**src/hdl/uida_pkg.sv**
```systemverilog
// unique id allocator: shared types and constants
// no dependencies; imported by every module of the block
package uida_pkg;

    localparam int unsigned IdWidth = 32;
    localparam int unsigned ReqWidth = 2;
    localparam int unsigned StatusWidth = 2;

    localparam logic [IdWidth-1:0] LcgMul = 32'd1664525;
    localparam logic [IdWidth-1:0] LcgAdd = 32'd1013904223;
    localparam logic [IdWidth-1:0] SeedReset = 32'd1;

    typedef enum logic [ReqWidth-1:0] {
        REQ_ALLOC   = 2'd0,
        REQ_SET     = 2'd1,
        REQ_RELEASE = 2'd2,
        REQ_CHECK   = 2'd3
    } t_req;

    typedef enum logic [StatusWidth-1:0] {
        ST_OK   = 2'd0,
        ST_MISS = 2'd1,
        ST_FULL = 2'd2
    } t_status;

    typedef struct packed {
        logic load;
        logic step;
    } t_lcg_ctl;

endpackage

```
**src/hdl/uida_lcg.sv**
```systemverilog
// unique id allocator: 32-bit lcg generator, registered multiply then add
// depends on uida_pkg
module uida_lcg
    import uida_pkg::*;
(
    input  logic               i_clk,
    input  logic               i_rst_n,
    input  t_lcg_ctl           i_ctl,
    input  logic [IdWidth-1:0] i_seed,
    output logic [IdWidth-1:0] o_value
);

    logic [IdWidth-1:0] r_state;
    logic [IdWidth-1:0] r_prod;
    logic               r_add_pend;

    always_ff @(posedge i_clk) begin
        if (!i_rst_n) begin
            r_state    <= SeedReset;
            r_add_pend <= 1'b0;
        end else if (i_ctl.load) begin
            r_state    <= i_seed;
            r_add_pend <= 1'b0;
        end else if (r_add_pend) begin
            r_state    <= r_prod + LcgAdd;
            r_add_pend <= 1'b0;
        end else begin
            r_add_pend <= i_ctl.step;
        end
    end

    // product register, low 32 bits only
    always_ff @(posedge i_clk) begin
        r_prod <= r_state * LcgMul;
    end

    assign o_value = r_state;

endmodule

```
**src/hdl/uida_store.sv**
```systemverilog
// unique id allocator: id table memory, one write and one registered read port
// word holds {valid, id}; depends on uida_pkg
module uida_store
    import uida_pkg::*;
#(
    parameter int unsigned TABLE_DEPTH = 64,
    parameter int unsigned AW = $clog2(TABLE_DEPTH)
) (
    input  logic             i_clk,
    input  logic             i_we,
    input  logic [AW-1:0]    i_waddr,
    input  logic [IdWidth:0] i_wdata,
    input  logic [AW-1:0]    i_raddr,
    output logic [IdWidth:0] o_rdata
);

    logic [IdWidth:0] r_mem [TABLE_DEPTH];
    logic [IdWidth:0] r_rdata;

    always_ff @(posedge i_clk) begin
        if (i_we) begin
            r_mem[i_waddr] <= i_wdata;
        end
        r_rdata <= r_mem[i_raddr];
    end

    assign o_rdata = r_rdata;

endmodule

```
**src/hdl/unique_id_allocator_core.sv**
```systemverilog
// unique id allocator: top level with request sequencer and table scan
// depends on uida_pkg, uida_lcg, uida_store
//
// channel  dir  handshake                      payload
// s_axis   in   s_axis_tvalid/s_axis_tready    tdata id_value, tuser req_type
// m_axis   out  m_axis_tvalid/m_axis_tready    tdata result_id, status, used_count
// cfg      in   i_cfg_valid/o_cfg_ready        i_cfg_data random_seed
//
// each candidate id costs one pass over the table through the single memory
// read port, and an allocate first draws its candidate from the generator
// release, check and set of a free id scan the table once; allocate draws first,
// and every redraw adds another draw and another pass
// a full table answers allocate or set without a scan
// after reset a clearing pass over every table word runs with s_axis_tready low
// one request at a time; a finished result waits in the output register
module unique_id_allocator_core
    import uida_pkg::*;
#(
    parameter int unsigned TABLE_DEPTH = 64,
    parameter int unsigned AW = $clog2(TABLE_DEPTH),
    parameter int unsigned CW = $clog2(TABLE_DEPTH + 1),
    parameter int unsigned OW = ((IdWidth + StatusWidth + CW + 7) / 8) * 8
) (
    input  logic                i_clk,
    input  logic                i_rst_n,
    input  logic                s_axis_tvalid,
    output logic                s_axis_tready,
    input  logic [IdWidth-1:0]  s_axis_tdata,   // id_value
    input  logic [ReqWidth-1:0] s_axis_tuser,   // req_type
    output logic                m_axis_tvalid,
    input  logic                m_axis_tready,
    output logic [OW-1:0]       m_axis_tdata,   // result_id, status, used_count, zero pad
    input  logic                i_cfg_valid,
    output logic                o_cfg_ready,
    input  logic [IdWidth-1:0]  i_cfg_data      // random_seed
);

    typedef enum logic [3:0] {
        S_CLEAR,
        S_IDLE,
        S_DRAW,
        S_DRAW_WAIT,
        S_DRAW_LOAD,
        S_SCAN,
        S_SCAN_TAIL,
        S_DECIDE,
        S_FINISH
    } t_state;

    localparam logic [AW-1:0] LastAddr = AW'(TABLE_DEPTH - 1);
    localparam logic [CW-1:0] FullCount = CW'(TABLE_DEPTH);

    t_state             r_state;
    t_req               r_req;
    logic [IdWidth-1:0] r_cand;
    logic [AW-1:0]      r_addr;
    logic               r_rd_pend;
    logic [AW-1:0]      r_rd_idx;
    logic               r_hit;
    logic [AW-1:0]      r_hit_idx;
    logic               r_free_found;
    logic [AW-1:0]      r_free_idx;
    logic [CW-1:0]      r_count;
    logic [IdWidth-1:0] r_res_id;
    t_status            r_res_status;
    logic               r_m_valid;
    logic [IdWidth-1:0] r_out_id;
    t_status            r_out_status;
    logic [CW-1:0]      r_out_count;

    logic               mem_we;
    logic [AW-1:0]      mem_waddr;
    logic [IdWidth:0]   mem_wdata;
    logic [IdWidth:0]   mem_rdata;
    t_lcg_ctl           lcg_ctl;
    logic [IdWidth-1:0] lcg_value;
    logic               cand_free;
    logic               in_beat;
    logic               out_load;

    uida_store #(
        .TABLE_DEPTH(TABLE_DEPTH),
        .AW(AW)
    ) u_store (
        .i_clk  (i_clk),
        .i_we   (mem_we),
        .i_waddr(mem_waddr),
        .i_wdata(mem_wdata),
        .i_raddr(r_addr),
        .o_rdata(mem_rdata)
    );

    uida_lcg u_lcg (
        .i_clk  (i_clk),
        .i_rst_n(i_rst_n),
        .i_ctl  (lcg_ctl),
        .i_seed (i_cfg_data),
        .o_value(lcg_value)
    );

    assign o_cfg_ready   = 1'b1;
    assign s_axis_tready = (r_state == S_IDLE);
    assign in_beat       = s_axis_tvalid && s_axis_tready;
    assign cand_free     = (r_cand != '0) && !r_hit;
    assign out_load      = (r_state == S_FINISH) && (!r_m_valid || m_axis_tready);

    assign lcg_ctl.load = i_cfg_valid;
    assign lcg_ctl.step = (r_state == S_DRAW);

    always_comb begin
        mem_we    = 1'b0;
        mem_waddr = r_addr;
        mem_wdata = '0;
        case (r_state)
            S_CLEAR: begin
                mem_we = 1'b1;
            end
            S_DECIDE: begin
                if ((r_req == REQ_ALLOC || r_req == REQ_SET) && cand_free && r_free_found) begin
                    mem_we    = 1'b1;
                    mem_waddr = r_free_idx;
                    mem_wdata = {1'b1, r_cand};
                end else if (r_req == REQ_RELEASE && r_hit) begin
                    mem_we    = 1'b1;
                    mem_waddr = r_hit_idx;
                    mem_wdata = {1'b0, r_cand};
                end
            end
            default: begin
                mem_we = 1'b0;
            end
        endcase
    end

    always_ff @(posedge i_clk) begin
        if (!i_rst_n) begin
            r_state   <= S_CLEAR;
            r_addr    <= '0;
            r_rd_pend <= 1'b0;
            r_count   <= '0;
            r_m_valid <= 1'b0;
        end else begin
            // compare unit: one table word per cycle
            if (r_rd_pend) begin
                if (mem_rdata[IdWidth] && mem_rdata[IdWidth-1:0] == r_cand) begin
                    r_hit     <= 1'b1;
                    r_hit_idx <= r_rd_idx;
                end
                if (!mem_rdata[IdWidth] && !r_free_found) begin
                    r_free_found <= 1'b1;
                    r_free_idx   <= r_rd_idx;
                end
            end

            if (out_load) begin
                r_m_valid    <= 1'b1;
                r_out_id     <= r_res_id;
                r_out_status <= r_res_status;
                r_out_count  <= r_count;
            end else if (m_axis_tready) begin
                r_m_valid <= 1'b0;
            end

            case (r_state)
                S_CLEAR: begin
                    if (r_addr == LastAddr) begin
                        r_addr  <= '0;
                        r_state <= S_IDLE;
                    end else begin
                        r_addr <= r_addr + 1'b1;
                    end
                end
                S_IDLE: begin
                    if (in_beat) begin
                        r_req        <= t_req'(s_axis_tuser);
                        r_cand       <= s_axis_tdata;
                        r_addr       <= '0;
                        r_hit        <= 1'b0;
                        r_free_found <= 1'b0;
                        if ((t_req'(s_axis_tuser) == REQ_ALLOC
                                || t_req'(s_axis_tuser) == REQ_SET)
                                && r_count == FullCount) begin
                            r_res_id     <= '0;
                            r_res_status <= ST_FULL;
                            r_state      <= S_FINISH;
                        end else if (t_req'(s_axis_tuser) == REQ_ALLOC) begin
                            r_state <= S_DRAW;
                        end else begin
                            r_state <= S_SCAN;
                        end
                    end
                end
                S_DRAW: begin
                    r_state <= S_DRAW_WAIT;
                end
                S_DRAW_WAIT: begin
                    r_state <= S_DRAW_LOAD;
                end
                S_DRAW_LOAD: begin
                    r_cand       <= lcg_value;
                    r_addr       <= '0;
                    r_hit        <= 1'b0;
                    r_free_found <= 1'b0;
                    r_state      <= S_SCAN;
                end
                S_SCAN: begin
                    r_rd_pend <= 1'b1;
                    r_rd_idx  <= r_addr;
                    if (r_addr == LastAddr) begin
                        r_addr  <= '0;
                        r_state <= S_SCAN_TAIL;
                    end else begin
                        r_addr <= r_addr + 1'b1;
                    end
                end
                S_SCAN_TAIL: begin
                    r_rd_pend <= 1'b0;
                    r_state   <= S_DECIDE;
                end
                S_DECIDE: begin
                    r_res_id <= r_cand;
                    case (r_req)
                        REQ_ALLOC, REQ_SET: begin
                            if (cand_free && r_free_found) begin
                                r_count      <= r_count + 1'b1;
                                r_res_status <= ST_OK;
                                r_state      <= S_FINISH;
                            end else begin
                                r_state <= S_DRAW;
                            end
                        end
                        REQ_RELEASE: begin
                            r_state <= S_FINISH;
                            if (r_hit) begin
                                r_count      <= r_count - 1'b1;
                                r_res_status <= ST_OK;
                            end else begin
                                r_res_status <= ST_MISS;
                            end
                        end
                        default: begin
                            r_state      <= S_FINISH;
                            r_res_status <= cand_free ? ST_OK : ST_MISS;
                        end
                    endcase
                end
                S_FINISH: begin
                    if (out_load) begin
                        r_state <= S_IDLE;
                    end
                end
                default: begin
                    r_state <= S_IDLE;
                end
            endcase
        end
    end

    assign m_axis_tvalid = r_m_valid;
    assign m_axis_tdata  = OW'({r_out_count, r_out_status, r_out_id});

endmodule

```
**config.mk**
```make
export PLATFORM = sky130hd
export DESIGN_NAME = unique_id_allocator_core
export DESIGN_NICKNAME = d
export VERILOG_FILES = /design/src/hdl/uida_pkg.sv /design/src/hdl/uida_lcg.sv /design/src/hdl/uida_store.sv /design/src/hdl/unique_id_allocator_core.sv
export SDC_FILE = /design/constraint.sdc
export NUM_CORES = 2
export LEC_CHECK = 0
export BUFFER_PORTS_ARGS = -buffer_cell sky130_fd_sc_hd__buf_2
export CORE_MARGIN = 1.5
export CORE_UTILIZATION = 60
export CTS_BUF_LIST = sky130_fd_sc_hd__clkbuf_4 sky130_fd_sc_hd__clkbuf_8
export CTS_CLUSTER_SIZE = 10
export DETAILED_ROUTE_END_ITERATION = 8
export GPL_TIMING_DRIVEN = 0
export PLACE_DENSITY = 0.83
export SETUP_SLACK_MARGIN = 0.1
export SLEW_MARGIN = 20
export SYNTH_ARGS = -nofsm -noshare
export SYNTH_HDL_FRONTEND = slang
export SYNTH_SLANG_ARGS = --single-unit
```
**constraint.sdc**
```tcl
create_clock -name i_clk -period 6.1 [get_ports i_clk]
set_input_delay 1.22 -clock i_clk [delete_from_list [all_inputs] [get_ports i_clk]]
set_output_delay 1.22 -clock i_clk [all_outputs]
set_load 0.005 [all_outputs]
```
# ---- Yosys cells after proc, flatten, opt, wreduce, memory -nomap -nowiden
# Memories as Yosys holds them, arrays and structs flattened. A register that Yosys moved wholly into a read port is not among the register bits.
# Cells that the tools add are included.
dict set report word_totals {
  register_bits 213
  ram_bits 2112
  elab_cells 142
  memories 1
}
# name words word_bits rd rd_ports_with_merged_regs wr line_no
set mem_list {}
lappend mem_list {u_store.r_mem 64 33 1 1 1 uida_store.sv:17} ;# logic [IdWidth:0] r_mem [TABLE_DEPTH];
dict set report classes {
  addsub 4
  n_mul 1
  eq_ne 22
  mux 51
  bitwise_logic 1
  reduce_logical 42
}
# cell n
set ops {}
lappend ops {{two-way mux 32 bit} 6}
lappend ops {{case mux 32 bit (2 select lines)} 2}
lappend ops {{two-way mux 33 bit} 2}
lappend ops {{case mux 4 bit (9 select lines)} 1}
lappend ops {{adder 32 x 30 -> 32 bit, second input constant} 1}
lappend ops {{equality test 32 bit} 1}
lappend ops {{multiplier 32 x 21 -> 32 bit, second input constant} 1}
lappend ops {{nonzero test 32 bit} 1}
lappend ops {{two-way mux 6 bit} 5}
lappend ops {{two-way mux 4 bit} 7}
lappend ops {{case mux 6 bit (3 select lines)} 1}
lappend ops {{equality test 4 x 3 -> 1 bit, second input constant} 4}
lappend ops {{two-way mux 1 bit} 14}
lappend ops {{two-way mux 7 bit} 2}
lappend ops {{case mux 7 bit (2 select lines)} 1}
lappend ops {{AND reduction 3 bit} 4}
lappend ops {{AND reduction 4 bit} 3}
lappend ops {{nonzero test 2 bit} 6}
lappend ops {{logical AND 1 bit} 10}
lappend ops {{inequality test 2 bit, second input constant} 5}
lappend ops {{equality test 4 x 2 -> 1 bit, second input constant} 2}
lappend ops {{case mux 1 bit (2 select lines)} 4}
lappend ops {{case mux 2 bit (2 select lines)} 2}
lappend ops {{adder 7 x 1 -> 7 bit, second input constant} 1}
lappend ops {{other kinds (22)} 35}

# ---- Depth between registers and ports, before layout
dict set report logic_depth {
  ltp_word 8
  mapped_depth 20
  ltp_nobuf 20
}

# ---- Modules after synthesis
# Synthesis repeated with hierarchy kept, for this count alone.
dict set report hier_totals {
  cells_unflattened 5093
  area_unflattened_um2 97233.3
}
# mod instances cells_per_inst area_per_inst_um2 seq_area_each_um2
set by_module_without_submodules {}
lappend by_module_without_submodules {uida_store 1 3598 81197.9 64081.5}
lappend by_module_without_submodules {uida_lcg 1 999 9412.8 1301.2}
lappend by_module_without_submodules {unique_id_allocator_core 1 496 6622.6 4254.1}

# ---- Least setup slack after synthesis
# No wires, ideal clock.
dict set report synth_timing {
  path_type {register -> register}
  startpoint {register u_lcg.r_state[11], in the netlist u_lcg.o_value[11]}
  endpoint {register u_lcg.r_prod[31]}
  setup_time_ps 62
  t_arrival_ps 5186
  t_required_ps 6038
  slack_ps 852
  stages_incl_launch_ff 21
  n_path_buf 0
  path_cell_list {dfxtp_1 > ha_1 > ha_1 > inv_1 > fa_1 > inv_1 > fa_1 > fa_1 > fa_1 > inv_1 > fa_1 > inv_1 > ha_1 > a21o_1 > a21o_1 > a21oi_1 > nand2_1 > a21oi_1 > nor3_1 > or3_1 > nand3_1}
}
dict set report synth_between {
  elab_chain_len 1
}
# element line_no
set synth_lines {}
lappend synth_lines {{start: declaration} uida_lcg.sv:13} ;# logic [IdWidth-1:0] r_state;
lappend synth_lines {{start signal: assignment} uida_lcg.sv:19} ;# r_state <= SeedReset;
lappend synth_lines {{start signal: assignment} uida_lcg.sv:22} ;# r_state <= i_seed;
lappend synth_lines {{start signal: assignment} uida_lcg.sv:25} ;# r_state <= r_prod + LcgAdd;
lappend synth_lines {{multiplier 32 x 21 -> 32 bit} uida_lcg.sv:34} ;# r_prod <= r_state * LcgMul;
lappend synth_lines {{end signal: assignment} uida_lcg.sv:34}
lappend synth_lines {{end: declaration} uida_lcg.sv:14} ;# logic [IdWidth-1:0] r_prod;
# Every way passes these cells.
# A chain may end at the register's enable or synchronous reset.

# ---- Worst setup path after layout
dict set report layout_timing {
  startpoint {register u_lcg.r_state[4], in the netlist u_lcg.o_value[4]}
  endpoint {register u_lcg.r_prod[30]}
}
# The elaborated chain is that of the path after synthesis.

==> flow_metrics.env <==
export IMPL_status="complete, no violations"
export IMPL_yosysWarnings=0
export IMPL_fillers=9134
export IMPL_finalCriticalPeriod_ns=5.86
export IMPL_cts_tree="yes"
export IMPL_cts_root_buf="clkbuf_8"
export IMPL_dr_pass1_iters=6
export IMPL_p_leak_nw=33.5
export IMPL_min_path_type="reg -> reg"
export IMPL_die_h_um=404
export IMPL_drt_iter0_markers=9016
export IMPL_htreeDepth=5
export IMPL_initial_core_util=0.603
export IMPL_crit_path_end_kind="register"
export IMPL_worst_path_max_fanout=8
export IMPL_grt_max_degree=65
export IMPL_r2r_cells=18
export IMPL_cp_start_kind="register"
export IMPL_yosysSeqAreaShare=0.720
export IMPL_insertion_delay_ns=1.11
export IMPL_ir_drop_mv=0.488
export IMPL_dp_cells=6930
export IMPL_vias_per_cell=6.96
export IMPL_crit_required_ns=6.99
export IMPL_cts_clk_slew_worst_paths_ns=0.06
export IMPL_finalSetupViolCount=0
export IMPL_max_freq_ghz=0.171
export IMPL_crit_path_start="u_lcg.o_value[4]"
export IMPL_drc=0
export IMPL_ys_ff_latch=2358
export IMPL_synth_top_area_cell="edfxtp_1"
export IMPL_syn_inst=4571
export IMPL_synth_edf_count=2241
export IMPL_pre_cts_slack_ns=-0.246
export IMPL_synth_top_family_by_area="multiplexers"
export IMPL_cts_inserted_buffers=365
export IMPL_synthMuxAreaShare=0.166
export IMPL_place_gp_congestion=0.939
export IMPL_grt_ovfl_total=0
export IMPL_rsz0062_at_grt="false"
export IMPL_rows=147
export IMPL_antenna_found_initial=38
export IMPL_grt_pass1_wl_um=390000
export IMPL_instances_no_fill=7598
export IMPL_place_hpwl_um=181000
export IMPL_drv_slew=0
export IMPL_fin_skew_ns=0.110
export IMPL_synth_ff_type="edfxtp_1"
export IMPL_synth_distinct_cells=76
export IMPL_coreArea_mm2=0.160
export IMPL_area_delta_synth_final_pct=13.3
export IMPL_synthXorXnorAreaFrac=0.00897
export IMPL_post_drt_wl_per_cell_um=37.5
export IMPL_grt_pass1_vias=52982
export IMPL_async_flop_share=0
export IMPL_fin_crit_sh=0.961
export IMPL_maxSlewHeadroom=0.128
export IMPL_hold_viol_final=0
export IMPL_crit_end="u_lcg.r_prod[30]"
export IMPL_tightestPinTransition_ns=1.29
export IMPL_synthAdderAreaFrac=0.0492
export IMPL_ant_nets=0
export IMPL_io_buffers=112
export IMPL_tns_ns=0
export IMPL_syn_avg_cell_area_um2=21.2
export IMPL_rr_endpoint="u_lcg.r_prod[30]"
export IMPL_via_count=52894
export IMPL_cap_violations=0
export IMPL_drive_above_1_share=0.316
export IMPL_cts_buffer_depth=4
export IMPL_setup_ws_ns=0.239
export IMPL_synth_area_leaders="edfxtp_1, mux4_2, fa_1"
export IMPL_r2r_setup_slack_ns=0.24
export IMPL_synth_compound_area_frac=0.0149
export IMPL_wl_um=285000
export IMPL_fin_nets=5510
export IMPL_synth_simple_area_share=0.0221
export IMPL_r2r_start="u_lcg.o_value[4]"
export IMPL_arrival_ns=6.75
export IMPL_powerDensity_mw_per_mm2=348
export IMPL_die_w_um=404
export IMPL_num_io_pins=122
export IMPL_critPathKind="reg -> reg"
export IMPL_track_usage=0.348
export IMPL_synth_top_area_frac=0.696
export IMPL_clkSinkCount=2358
export IMPL_dieArea_mm2=0.164
export IMPL_synth_area_mm2=0.0967
## report_power, final
| group | switching (mW) | total [mW] | internal [mW] |
|---|---|---|---|
| Combinational | 4.05 | 6.69 | 2.64 |
| Clock | 6.27 | 13.2 | 6.88 |
| Sequential | 0.349 | 18.3 | 18.0 |
| Total | 10.7 | 38.2 | 27.5 |
## cells by family after synthesis
group | after synthesis
buf+inv | 460
flops | 2358
other cells | 2
fa+ha+maj | 301
simple gates | 410
compound gates | 210
mux | 731
xor+xnor | 99
## cell usage after synthesis (9+ instances only)
master	number
nor2_1	122
mux4_2	693
a21oi_1	46
buf_1	24
inv_1	259
edfxtp_1	2241
nor4_1	19
nand4_1	10
ha_1	169
nand3_1	20
and2_1	75
nand2b_1	9
fa_1	132
xnor2_1	57
o21a_1	9
nand2_1	62
nor2b_1	19
nor3_1	23
a21o_1	16
mux2_2	32
clkbuf_1	108
buf_2	59
and3_1	10
a211oi_1	14
dfxtp_1	117
xor2_1	42
or3_1	11
a21boi_0	11
o21ai_0	47
## layout make-up
type	count	area (um2)	area share
repair buffers	194	2380	0.0218
well taps	2160	2700	0.0247
multi-input cells	1759	25900	0.236
clock inverters	155	956	0.00872
plain buffers	199	866	0.00790
inverters	261	980	0.00894
flip-flops and latches	2358	69700	0.636
clock buffers	491	6070	0.0554
diodes	21	52.6	0.000480
## critical path: stages (launching register included)
cell	delay [ns]
dfxtp_4	0.46
ha_1	0.30
ha_1	0.36
ha_1	0.21
inv_1	0.06
fa_1	0.44
fa_1	0.52
fa_1	0.50
inv_1	0.05
fa_1	0.43
ha_1	0.36
nand3_1	0.17
a211oi_2	0.32
a211oi_2	0.16
o21ba_2	0.26
o21ai_1	0.23
a41oi_1	0.26
a211o_1	0.35
xnor2_1	0.27
## registers in the layout, indices dropped and copies added, names as in the netlist, 2 cells and up
signal,cells
r_req,2
r_cand,32
r_out_count,7
u_lcg.o_value,32
u_store.o_rdata,33
u_store.r_mem,2112
r_rd_idx,6
r_out_status,2
r_res_status,2
u_lcg.r_prod,32
r_free_idx,6
r_count,7
r_addr,6
r_out_id,32
r_state,4
r_res_id,32
r_hit_idx,6
## what timing repair did
item                                    4_1_cts  5_1_grt
buffers inserted                              0        0
gates resized for setup                      14       19
endpoints found under the setup margin        6        6
hold buffers                                  0        0
hold endpoints to repair                      0        0
## layout by cell type (no fill, tap or decap), types with 43 or more instances in the layout
master    Yosys  routed
edfxtp_1   2241    2241
mux4_2      693     693
clkbuf_8      0     381
inv_1       259     258
buf_2        59     174
ha_1        169     169
fa_1        132     132
clkbuf_4      0     110
dfxtp_1     117     103
clkbuf_1    108      99
clkinv_1      1      78
nor2_4        1      66
nand2_1      62      62
clkinv_2      0      59
nor2_1      122      57
xnor2_1      57      56
buf_12        0      47
o21ai_0      47      46
a21oi_1      46      46
and2_1       75      43
## worst min path at each step
| stage | start | end | slack (ns) | depth (start not counted) |
|---|---|---|---|---|
| 2_1_floorplan | r_res_id[0] | r_out_id[0] | 0.40 | 0 |
| 3_3_place_gp | r_res_id[7] | r_out_id[7] | 0.40 | 0 |
| 3_5_place_dp | r_res_id[28] | r_out_id[28] | 0.40 | 0 |
| 4_1_cts | i_rst_n | r_free_found | 0.41 | 1 |
| 5_1_grt | i_rst_n | r_free_found | 0.42 | 1 |
| 6_report | r_res_id[3] | r_out_id[3] | 0.42 | 0 |
## through the flow
step	total power, mW	hold slack, ns	area, um2	util
after floorplan	22.9	0.400	96700	-
after global placement	24.8	0.401	100000	0.623
after detailed placement	25.1	0.405	102000	0.638
after CTS	37.9	0.406	109000	0.682
after global routing	39.2	0.418	110000	0.683
final	38.2	0.418	110000	0.683
## per-layer routing
layer	GRT usage	wire (um)	vias to the layer above	share of wire
li1	-	-	19761	-
met1	0.412	86500	26650	0.30
met2	0.543	135000	5168	0.47
met3	0.116	39500	1289	0.14
met4	0.238	23400	26	0.082
met5	0.00446	338	-	0.0012
No activity file was read; power rests on OpenSTA's default activity.
